File: config.mk
export PLATFORM = sky130hd
export DESIGN_NAME = modular_inverse_64_top
export DESIGN_NICKNAME = d
export VERILOG_FILES = /design/src/hw/rtl/mi_pkg.sv /design/src/hw/rtl/mi_div.sv /design/src/hw/rtl/modular_inverse_64_top.sv
export VERILOG_INCLUDE_DIRS = /design/src /design/src/hw/rtl
export SDC_FILE = /design/constraint.sdc
export NUM_CORES = 2
export LEC_CHECK = 0
export ABC_AREA = 1
export BUFFER_PORTS_ARGS = -buffer_cell sky130_fd_sc_hd__clkbuf_2
export CELL_PAD_IN_SITES_DETAIL_PLACEMENT = 0
export CELL_PAD_IN_SITES_GLOBAL_PLACEMENT = 1
export CORE_MARGIN = 4
export CORE_UTILIZATION = 43
export CTS_CLUSTER_DIAMETER = 100
export CTS_CLUSTER_SIZE = 16
export DETAILED_ROUTE_END_ITERATION = 16
export PLACE_DENSITY_LB_ADDON = 0.3
export SLEW_MARGIN = 20
export SYNTH_ARGS = -nofsm -noshare
export SYNTH_HDL_FRONTEND = slang
export SYNTH_SLANG_ARGS = --single-unit
export TNS_END_PERCENT = 20
File: constraint.sdc
create_clock -name clk_i -period 8.7 [get_ports clk_i]
set_input_delay 0.435 -clock clk_i [delete_from_list [all_inputs] [get_ports clk_i]]
set_output_delay 0.435 -clock clk_i [all_outputs]
set_load 0.005 [all_outputs]
File: src/hw/rtl/modular_inverse_64_top_macros.svh
// assertion helpers used by the top-level rtl file
`ifndef MODULAR_INVERSE_64_TOP_MACROS_SVH
`define MODULAR_INVERSE_64_TOP_MACROS_SVH

// property checked on every clock edge outside reset
`define MI_ASSERT(lbl, prop, msg) \
  lbl: assert property (@(posedge clk_i) disable iff (!rst_ni) prop) else $error(msg);

// consequent must hold in the cycle after the antecedent
`define MI_ASSERT_NEXT(lbl, ante, cons, msg) \
  lbl: assert property (@(posedge clk_i) disable iff (!rst_ni) (ante) |=> (cons)) \
    else $error(msg);

`endif

File: src/hw/rtl/mi_pkg.sv
`default_nettype none

package mi_pkg;

  localparam int FIELD_BITS    = 64;
  localparam int WORD_BITS_DEF = 64;

  typedef struct packed {
    logic start;
  } div_ctl_t;

  typedef struct packed {
    logic busy;
    logic done;
  } div_sts_t;

endpackage

`default_nettype wire

File: src/hw/rtl/mi_div.sv
`default_nettype none

// shift-subtract divider, one quotient bit per cycle, msb first
// also accumulates quotient * coef modulo 2^WORD_BITS alongside
module mi_div #(
  parameter int WORD_BITS = mi_pkg::WORD_BITS_DEF
) (
  input  wire logic                  clk_i,
  input  wire logic                  rst_ni,
  input  wire mi_pkg::div_ctl_t      ctl_i,
  input  wire logic [WORD_BITS-1:0]  num_i,
  input  wire logic [WORD_BITS-1:0]  den_i,
  input  wire logic [WORD_BITS-1:0]  coef_i,
  output mi_pkg::div_sts_t           sts_o,
  output logic      [WORD_BITS-1:0]  rem_o,
  output logic      [WORD_BITS-1:0]  prod_o
);

  localparam int W    = WORD_BITS;
  localparam int CntW = $clog2(W);

  logic            busy_q, busy_d;
  logic            done_q, done_d;
  logic [CntW-1:0] cnt_q, cnt_d;
  logic [W-1:0]    num_q, num_d;
  logic [W-1:0]    den_q, den_d;
  logic [W-1:0]    coef_q, coef_d;
  logic [W-1:0]    rem_q, rem_d;
  logic [W-1:0]    prod_q, prod_d;

  logic [W:0]      shifted;
  logic [W+1:0]    diff;
  logic            ge;

  always_comb begin
    shifted = {rem_q, num_q[W-1]};
    diff    = {1'b0, shifted} - {2'b00, den_q};
    ge      = ~diff[W+1];

    busy_d = busy_q;
    done_d = 1'b0;
    cnt_d  = cnt_q;
    num_d  = num_q;
    den_d  = den_q;
    coef_d = coef_q;
    rem_d  = rem_q;
    prod_d = prod_q;

    if (ctl_i.start) begin
      busy_d = 1'b1;
      cnt_d  = CntW'(W - 1);
      num_d  = num_i;
      den_d  = den_i;
      coef_d = coef_i;
      rem_d  = '0;
      prod_d = '0;
    end else if (busy_q) begin
      num_d  = {num_q[W-2:0], 1'b0};
      rem_d  = ge ? diff[W-1:0] : shifted[W-1:0];
      prod_d = {prod_q[W-2:0], 1'b0} + (ge ? coef_q : '0);
      cnt_d  = cnt_q - 1'b1;
      if (cnt_q == '0) begin
        busy_d = 1'b0;
        done_d = 1'b1;
      end
    end
  end

  always_ff @(posedge clk_i or negedge rst_ni) begin
    if (!rst_ni) begin
      busy_q <= 1'b0;
      done_q <= 1'b0;
      cnt_q  <= '0;
    end else begin
      busy_q <= busy_d;
      done_q <= done_d;
      cnt_q  <= cnt_d;
    end
  end

  always_ff @(posedge clk_i) begin
    num_q  <= num_d;
    den_q  <= den_d;
    coef_q <= coef_d;
    rem_q  <= rem_d;
    prod_q <= prod_d;
  end

  assign sts_o.busy = busy_q;
  assign sts_o.done = done_q;
  assign rem_o      = rem_q;
  assign prod_o     = prod_q;

endmodule

`default_nettype wire

File: src/hw/rtl/modular_inverse_64_top.sv
// Modular inverse by the extended Euclidean algorithm, one item at a time. After a transfer
// in, in_stall_o stays high until the item is done. Setup runs through S_INIT, S_L1 and S_L2;
// each Euclid step with quotient 1 to 3 takes a loop check in S_MAIN plus the subtract path
// (S_SMA, then S_SMB), and each larger quotient goes to the shift-subtract divider (S_DIV,
// then S_DIVFIN). The unit passes back through idle before the next transfer in. For random
// 64-bit operands the divisions dominate. The result sits in an output register, so the next
// item can be taken while it waits for its transfer out. A gcd other than one is not
// flagged; a zero value gives zero.
`default_nettype none

`include "modular_inverse_64_top_macros.svh"

module modular_inverse_64_top #(
  parameter int WORD_BITS = mi_pkg::WORD_BITS_DEF
) (
  input  wire logic                          clk_i,
  input  wire logic                          rst_ni,
  input  wire logic                          in_valid_i,
  output logic                               in_stall_o,
  input  wire logic [mi_pkg::FIELD_BITS-1:0] value_i,
  input  wire logic [mi_pkg::FIELD_BITS-1:0] modulus_i,
  output logic                               out_valid_o,
  input  wire logic                          out_stall_i,
  output logic      [mi_pkg::FIELD_BITS-1:0] inverse_o
);

  localparam int W = WORD_BITS;

  typedef enum logic [3:0] {
    S_IDLE,
    S_INIT,
    S_L1,
    S_L2,
    S_MAIN,
    S_SMA,
    S_SMB,
    S_DIV,
    S_DIVFIN,
    S_FIX
  } state_e;

  state_e state_q, state_d;
  state_e phase_q, phase_d;
  logic   ov_q, ov_d;
  logic [W-1:0] inv_q, inv_d;

  logic [W-1:0] a_q, a_d;
  logic [W-1:0] b_q, b_d;
  logic [W-1:0] c1_q, c1_d;
  logic [W-1:0] c2_q, c2_d;
  logic [W-1:0] y_q, y_d;
  logic [W-1:0] d_q, d_d;
  logic [W-1:0] e1_q, e1_d;
  logic         top_q, top_d;

  logic [W-1:0] x_in, y_in;
  logic [W-1:0] b2, b4, c2x2;
  logic         lt1, lt2;
  logic [W-1:0] sub_b, sub_c;
  logic         out_free;

  mi_pkg::div_ctl_t div_ctl;
  mi_pkg::div_sts_t div_sts;
  logic [W-1:0]     div_rem;
  logic [W-1:0]     div_prod;

  mi_div #(
    .WORD_BITS(W)
  ) u_div (
    .clk_i  (clk_i),
    .rst_ni (rst_ni),
    .ctl_i  (div_ctl),
    .num_i  (a_q),
    .den_i  (b_q),
    .coef_i (c2_q),
    .sts_o  (div_sts),
    .rem_o  (div_rem),
    .prod_o (div_prod)
  );

  always_comb begin
    x_in  = value_i[W-1:0];
    y_in  = modulus_i[W-1:0];
    b2    = {b_q[W-2:0], 1'b0};
    b4    = {b_q[W-3:0], 2'b00};
    c2x2  = {c2_q[W-2:0], 1'b0};
    lt1   = d_q < b_q;
    lt2   = d_q < b2;
    // quotient 1, 2 or 3 picks how much more to take off
    sub_b = lt1 ? '0 : (lt2 ? b_q : b2);
    sub_c = lt1 ? '0 : (lt2 ? c2_q : c2x2);
    out_free = !ov_q || !out_stall_i;

    state_d = state_q;
    phase_d = phase_q;
    ov_d    = ov_q;
    inv_d   = inv_q;
    a_d     = a_q;
    b_d     = b_q;
    c1_d    = c1_q;
    c2_d    = c2_q;
    y_d     = y_q;
    d_d     = d_q;
    e1_d    = e1_q;
    top_d   = top_q;
    div_ctl.start = 1'b0;

    if (ov_q && !out_stall_i) ov_d = 1'b0;

    case (state_q)
      S_IDLE: begin
        if (in_valid_i) begin
          y_d   = y_in;
          top_d = x_in[W-1] & y_in[W-1];
          if (x_in > y_in) begin
            a_d  = x_in;
            b_d  = y_in;
            c1_d = W'(1);
            c2_d = '0;
          end else begin
            a_d  = y_in;
            b_d  = x_in;
            c1_d = '0;
            c2_d = W'(1);
          end
          state_d = S_INIT;
        end
      end
      S_INIT: begin
        // both top bits set: one subtract step up front
        if (top_q) begin
          a_d  = b_q;
          b_d  = a_q - b_q;
          c1_d = c2_q;
          c2_d = c1_q - c2_q;
        end
        state_d = S_L1;
      end
      S_L1: begin
        if (b_q[W-2] && !b_q[W-1]) begin
          phase_d = S_L1;
          state_d = S_SMA;
        end else begin
          state_d = S_L2;
        end
      end
      S_L2: begin
        if (b_q[W-1]) begin
          phase_d = S_L2;
          state_d = S_SMA;
        end else begin
          state_d = S_MAIN;
        end
      end
      S_MAIN: begin
        if (b_q == '0) begin
          state_d = S_FIX;
        end else if (a_q < b4 && b_q[W-1:W-2] == 2'b00) begin
          phase_d = S_MAIN;
          state_d = S_SMA;
        end else begin
          div_ctl.start = 1'b1;
          state_d = S_DIV;
        end
      end
      S_SMA: begin
        d_d     = a_q - b_q;
        e1_d    = c1_q - c2_q;
        state_d = S_SMB;
      end
      S_SMB: begin
        a_d     = b_q;
        b_d     = d_q - sub_b;
        c1_d    = c2_q;
        c2_d    = e1_q - sub_c;
        state_d = phase_q;
      end
      S_DIV: begin
        if (div_sts.done) state_d = S_DIVFIN;
      end
      S_DIVFIN: begin
        a_d     = b_q;
        b_d     = div_rem;
        c1_d    = c2_q;
        c2_d    = c1_q - div_prod;
        state_d = S_MAIN;
      end
      S_FIX: begin
        if (out_free) begin
          inv_d   = c1_q[W-1] ? c1_q + y_q : c1_q;
          ov_d    = 1'b1;
          state_d = S_IDLE;
        end
      end
      default: begin
        state_d = S_IDLE;
      end
    endcase
  end

  always_ff @(posedge clk_i or negedge rst_ni) begin
    if (!rst_ni) begin
      state_q <= S_IDLE;
      phase_q <= S_L1;
      ov_q    <= 1'b0;
      inv_q   <= '0;
    end else begin
      state_q <= state_d;
      phase_q <= phase_d;
      ov_q    <= ov_d;
      inv_q   <= inv_d;
    end
  end

  always_ff @(posedge clk_i) begin
    a_q   <= a_d;
    b_q   <= b_d;
    c1_q  <= c1_d;
    c2_q  <= c2_d;
    y_q   <= y_d;
    d_q   <= d_d;
    e1_q  <= e1_d;
    top_q <= top_d;
  end

  assign in_stall_o  = (state_q != S_IDLE);
  assign out_valid_o = ov_q;
  assign inverse_o   = mi_pkg::FIELD_BITS'(inv_q);

  `MI_ASSERT(a_div_start, div_ctl.start |-> (state_q == S_MAIN && b_q != '0), "bad divider start")
  `MI_ASSERT(a_div_owner, (div_sts.busy || div_sts.done) |-> state_q == S_DIV, "stray divider")
  `MI_ASSERT(a_rem_lt, (state_q == S_DIVFIN) |-> (div_rem < b_q), "remainder not below divisor")
  `MI_ASSERT_NEXT(a_accept, in_valid_i && !in_stall_o, state_q == S_INIT, "setup not started")

endmodule

`default_nettype wire
# Yosys cells after proc, flatten, opt, wreduce, memory -nomap -nowiden

Index checks and enable logic that the tools add are counted.

Input port bits: 132
Bits in latches: 0
Memories: 0
Output and inout bits: 66
Register bits after elaboration: 850
Memory bits (read-only): 0
Bits in writable memories: 0

Bitwise logic cells: 1
Shifts and indexed selects: 0
Order comparisons: 4
Equal/unequal tests: 17
Div/mod/pow operators: 0
$add $sub $neg: 9
Muxes and demuxes: 52
Reductions and logical operators: 23
Multiply operators: 0

Operator list:

| cell                                              | number |
|---|---|
| 2-to-1 mux 64 bit                                 | 19 |
| case mux 64 bit (4 select lines)                  | 2 |
| case mux 64 bit (3 select lines)                  | 2 |
| subtractor 64 bit                                 | 5 |
| less-than comparator 64 bit                       | 3 |
| adder 64 bit                                      | 2 |
| subtractor 65 x 64 -> 66 bit                      | 1 |
| > comparator 64 bit                               | 1 |
| zero test 64 bit                                  | 1 |
| case mux 4 bit (10 select lines)                  | 1 |
| 2-to-1 mux 4 bit                                  | 8 |
| == test 4 x 3 -> 1 bit (second input constant)    | 4 |
| 2-to-1 mux 1 bit                                  | 15 |
| != test 2 bit (second input constant)             | 7 |
| 2-to-1 mux 6 bit                                  | 2 |
| case mux 4 bit (3 select lines)                   | 1 |
| AND reduction 3 bit                               | 3 |
| == test 4 x 2 -> 1 bit (second input constant)    | 2 |
| == test 4 bit (second input constant)             | 2 |
| nonzero test 4 bit                                | 2 |
| zero test 6 bit                                   | 1 |
| nonzero test 3 bit                                | 2 |
| subtractor 6 x 1 -> 6 bit (second input constant) | 1 |
| AND reduction 5 bit                               | 1 |
| 13 further kinds                                  | 18 |

# Depth between registers and ports, before layout

Depth after elaboration: 6
Gate-level depth with buffers: 36
Depth with buffers taken out: 34

# Modules after synthesis

A second synthesis with hierarchy kept.

Cell total of the unflattened synthesis: 11387
Area, all modules: 78351.4 um^2

By module, submodules not included:

| module                 | cells each | seq. area each (um^2) | times used | area each (um^2) |
|---|---|---|---|---|
| modular_inverse_64_top | 8285       | 15285.9               | 1          | 56564.2 |
| mi_div                 | 3102       | 8528.2                | 1          | 21787.1 |

# Worst setup path after synthesis

OpenSTA, ideal clock, no wires.

Kind: register to register
Start: register state_q[0]
End: register a_q[0], enable pin
Required time: 8042 ps
Setup slack: 537 ps
Setup time: 658 ps
Stages on the path, launching flop included: 10
Data arrival time: 7506 ps
Clock period less this slack: 8163 ps
Path buffers: 3
Cell sequence: dfrtp_1 > buf_2 > inv_2 > nor2_1 > clkinv_1 > nor2_2 > nor3_4 > buf_2 > buf_1 > a21oi_1

Word-level cells in the longest chain between the ends: 4
Elaborated cells between the ends (all ways): 9
Those cells by class: eq/ne: 5; reduce/logical: 4

RTL lines:

| what                                                           | RTL line                      | source |
|---|---|---|
| from (decl)                                                    | modular_inverse_64_top.sv:42  | `state_e state_q, state_d;` |
| from (signal assigned)                                         | modular_inverse_64_top.sv:208 | `state_q <= state_d;` |
| == test 4 bit / == test 4 x 3 -> 1 bit (equally long branches) | modular_inverse_64_top.sv:110 | `case (state_q)` |
| OR reduction 2 bit (no line)                                   | --                            |  |
| nonzero test 3 bit (no line)                                   | --                            |  |
| AND reduction 3 bit (no line) *                                | --                            |  |
| to (signal assigned)                                           | modular_inverse_64_top.sv:216 | `a_q <= a_d;` |
| to (decl)                                                      | modular_inverse_64_top.sv:47  | `logic [W-1:0] a_q, a_d;` |

Every way passes the cells marked *; elsewhere a longest branch is shown, timed or not.
A chain may end at the register's enable or synchronous reset.

# Worst setup path after layout

Start: register b_q[15]
End: register c2_q[59] (data pin)

Word-level cells in the longest chain between the ends: 5
Elaborated cells between the ends (all ways): 6
Those cells by class: add/sub: 1; order compare: 2; mux: 3

RTL lines:

| what                               | RTL line                      | source |
|---|---|---|
| from (decl)                        | modular_inverse_64_top.sv:48  | `logic [W-1:0] b_q, b_d;` |
| from (signal assigned)             | modular_inverse_64_top.sv:217 | `b_q <= b_d;` |
| less-than comparator 64 bit        | modular_inverse_64_top.sv:88  | `lt2 = d_q < b2;` |
| 2-to-1 mux 64 bit                  | modular_inverse_64_top.sv:91  | `sub_c = lt1 ? '0 : (lt2 ? c2_q : c2x2);` |
| 2-to-1 mux 64 bit *                | modular_inverse_64_top.sv:91  |  |
| subtractor 64 bit *                | modular_inverse_64_top.sv:175 | `c2_d = e1_q - sub_c;` |
| case mux 64 bit (4 select lines) * | modular_inverse_64_top.sv:110 |  |
| via c2_d[59]                       | modular_inverse_64_top.sv:50  | `logic [W-1:0] c2_q, c2_d;` |
| to (signal assigned)               | modular_inverse_64_top.sv:219 | `c2_q <= c2_d;` |
| to (decl)                          | modular_inverse_64_top.sv:50  |  |

The timed path passes the listed nets; every way through them passes the cells marked *.

==> run_results.csv <==
group,metric,value,unit
cts,cts_sinks,849,
timing,max_freq,138,MHz
drt,vias,82400,
critical_path,required,9.16,ns
logic_synthesis,synth.distinct_cells,64,
logic_synthesis,synth.area.top_cells,"edfxtp_1 25%, nand2_1 13%, ha_1 13%",
drt,route.detailed.drc,0,
logic_synthesis,yosysSeqAreaShare,30.8,%
final_layout,final_common_cell,"nand2_1",
timing,finalCritPeriodShare,83.4,%
drt,dr.first_iter.drc_count,11400,
logic_synthesis,synth-adder-area-share,12.9,%
timing,setup_tns,0,ns
grt,grt_pass1_vias,74300,
grt,grt_use_total,39.9,%
cts,cts_buffers,69,
drt,dr.pass1.iters,9,
logic_synthesis,synth_cells,11200,
floorplan,io_pins,198,
logic_synthesis,synth_top_family_by_area,"simple AND/OR/NAND/NOR gates",
timing,rsz0062_at_grt,"no",
cts,clkTransAtPathRegs,0.09,ns
final_layout,final_cells,13800,
timing,drv_slew,0,
logic_synthesis,synth-edff-count,641,
floorplan,start_util,43.3,%
logic_synthesis,synth_warnings,0,
critical_path,crit_fanout,63,
cts,htreeDepth,3,
final_layout,synthToLayoutAreaGrowth,7.82,%
logic_synthesis,syn_avg_cell_area,6.91,um^2
final_layout,drive_above_1_share,4.21,%
logic_synthesis,ys_ff_latch,849,
timing,max-slew-margin-rel,2.91,%
floorplan,core_area,0.179,mm^2
timing,skew,0.0492,ns
critical_path,end_kind,"flop",
cts,cts_tree,"yes",
logic_synthesis,yosys.area_share.simple,25.9,%
logic_synthesis,synth_top_cell_area_share,24.9,%
job,max-cap-violations,0,
placed_design,dp_cells,13600,
logic_synthesis,yosys.area.top_type,"edfxtp_1",
logic_synthesis,synth_compound_area_share,18.6,%
cts,cts.path.max_buffers,3,
drt,ant_nets,0,
final_layout,nNetsFinal,12300,
drt,wl_per_cell,28.1,um
grt,grt_pass1_wl,539,mm
logic_synthesis,synth_xor_area_share,2.49,%
floorplan,fp.dieW,432,um
timing,setup-violations-final,0,
drt,viasPerCell,5.99,
floorplan,rows,155,
logic_synthesis,syn-num-nets,12100,
logic_synthesis,ys_async_sr_fraction,9.42,%
logic_synthesis,netlist_area,0.0774,mm^2
timing,max_slew.worst_pin.slew,1.44,ns
placed_design,place.port_buffers,197,
logic_synthesis,synthMuxAreaShare,0,%
floorplan,die_area,0.187,mm^2
critical_path,crit_path_start_kind,"flop",
final_layout,fill_cells,18600,
run_status,status,"complete, no violations",
placed_design,hpwlAfterDp,322,mm
critical_path,criticalPathCategory,"reg2reg",
cts,root_buffer,"clkbuf_16",
min_path,hold_class,"in2reg",
placed_design,gp_congestion,1.10,
grt,grt_start_max_net_pins,123,
timing,period_minus_slack,7.26,ns
critical_path,cp.arrival,7.72,ns
floorplan,die_y,432,um
cts,clk_latency,0.75,ns
timing,final_hold_viol_count,0,
drt,routed_wirelength,387,mm
final_layout,mostFrequentLayoutCells,"2656 x nand2_1, 1620 x inv_1, 1236 x nor2_1, 1010 x a21oi_1, 953 x o21ai_0",
cts,ctsResizeCount,0,
grt,grt.overflow.total,0,
grt,antenna_found_initial,39,
logic_synthesis,synth_flop_cell,"edfxtp_1",
## routing by layer
metal  vias to the layer above  part of all wire (%)  global-route usage (%)
met2                      4790                    38                    53.6
met3                       617                    13                    12.6
met5                         -                 0.035                       0
met4                        20                   3.8                    13.6
li1                      37900                     -                       -
met1                     39100                    45                    59.3
## path summary, 6_finish.rpt
path | startpoint | endpoint | slack, ns | cells after the start
worst min register to register | phase_q[1]$_DFFE_PN1P_ | phase_q[1]$_DFFE_PN1P_ | 0.48 | 2
worst min-delay path | value_i[52] | a_q[52]$_DFFE_PP_ | 0.05 | 3
worst max register to register | b_q[15]$_DFFE_PP_ | c2_q[59]$_DFFE_PP_ | 1.44 | 26
min in group asynchronous | rst_ni | inverse_o[37]$_DFFE_PN0P_ | 0.30 | 2
max in group asynchronous | rst_ni | inverse_o[2]$_DFFE_PN0P_ | 7.03 | 3
worst max-delay path | b_q[15]$_DFFE_PP_ | c2_q[59]$_DFFE_PP_ | 1.44 | 26
## flip-flops by register name, summed over array words and instances (netlist names), 3 cells and up
register / flops
b_q: 64
d_q: 64
u_div.num_q: 64
c2_q: 64
u_div.coef_q: 64
state_q: 4
u_div.den_q: 64
u_div.cnt_q: 6
y_q: 64
u_div.prod_o: 64
a_q: 64
inverse_o: 64
c1_q: 64
u_div.rem_o: 64
phase_q: 3
e1_q: 64
## cell usage after synthesis (11+ instances only)
cell	number
nand2_1	2660
inv_1	1623
nor2_1	1239
a21oi_1	1012
o21ai_0	960
ha_1	787
edfxtp_1	641
nand3_1	578
xor2_1	149
dfxtp_1	128
clkbuf_1	119
nor3_1	107
nand4_1	95
a31oi_1	94
o21bai_1	82
dfrtp_1	79
o211ai_1	78
a21o_1	71
o221ai_1	71
xnor2_1	71
buf_2	63
o21a_1	57
or2_2	44
o21ai_1	42
nor4_1	37
a21boi_0	28
and2_1	28
and3_1	25
buf_1	23
nand3b_1	23
a221oi_1	22
o22ai_1	18
inv_2	15
buf_4	14
a211oi_1	13
o2111ai_1	11
## logic make-up after synthesis
| logic type | Yosys count |
|---|---|
| AND/OR/NAND/NOR | 4884 |
| AO/OA/AOI/OAI | 2584 |
| buffers and inverters | 1867 |
| flip-flops | 849 |
| adder cells (fa/ha/maj) | 795 |
| XOR/XNOR | 220 |
## area by class of cell
type | instances | area, um^2 | share of cell area [%]
Sequential cell | 849 | 23800 | 28.5
Multi-Input combinational cell | 8483 | 46500 | 55.8
Timing Repair Buffer | 285 | 1750 | 2.10
Inverter | 1641 | 6170 | 7.39
Clock buffer | 105 | 1990 | 2.38
Antenna cell | 27 | 67.6 | 0.0810
Clock inverter | 19 | 171 | 0.205
Tap cell | 2355 | 2950 | 3.53
## worst max-delay path: stages (launching register included)
cell	delay, ns
edfxtp_1	0.46
inv_1	0.22
ha_1	0.35
nand2_1	0.06
inv_1	0.05
nand3_1	0.10
nor3_1	0.17
nand2_1	0.09
nand2_1	0.13
nand2_1	0.07
nand2_1	0.45
nand2_1	0.19
nand2_4	0.35
buf_4	0.69
nand2_1	0.14
ha_1	0.40
nand2_1	0.15
nor2_1	0.24
inv_1	0.18
nor4_1	0.93
nand3_1	0.42
nand3_1	0.40
nand2_1	0.14
nand3_1	0.16
a21oi_1	0.08
o21ai_0	0.12
nand3_1	0.09
## per-stage QoR
stage | utilization [%] | hold slack, ns | setup slack (ns) | cell area [um^2]
final | 46.7 | 0.0465 | 1.44 | 83400
after CTS | 46.6 | 0.00221 | 1.80 | 83300
after global placement | 45.3 | 0.455 | 1.87 | 81000
after floorplan | - | 0.139 | 0.537 | 77400
after detailed placement | 45.3 | 0.458 | 1.83 | 81000
after global routing | 46.7 | 0.0290 | 1.14 | 83400
## repair_timing
item | in CTS | in global routing
hold buffers | 18 | 0
buffers inserted | 0 | 0
endpoints found under the hold margin | 58 | 0
Power is not shown: default switching activity piles up to over one toggle a cycle in this logic, so the estimate is an artifact.
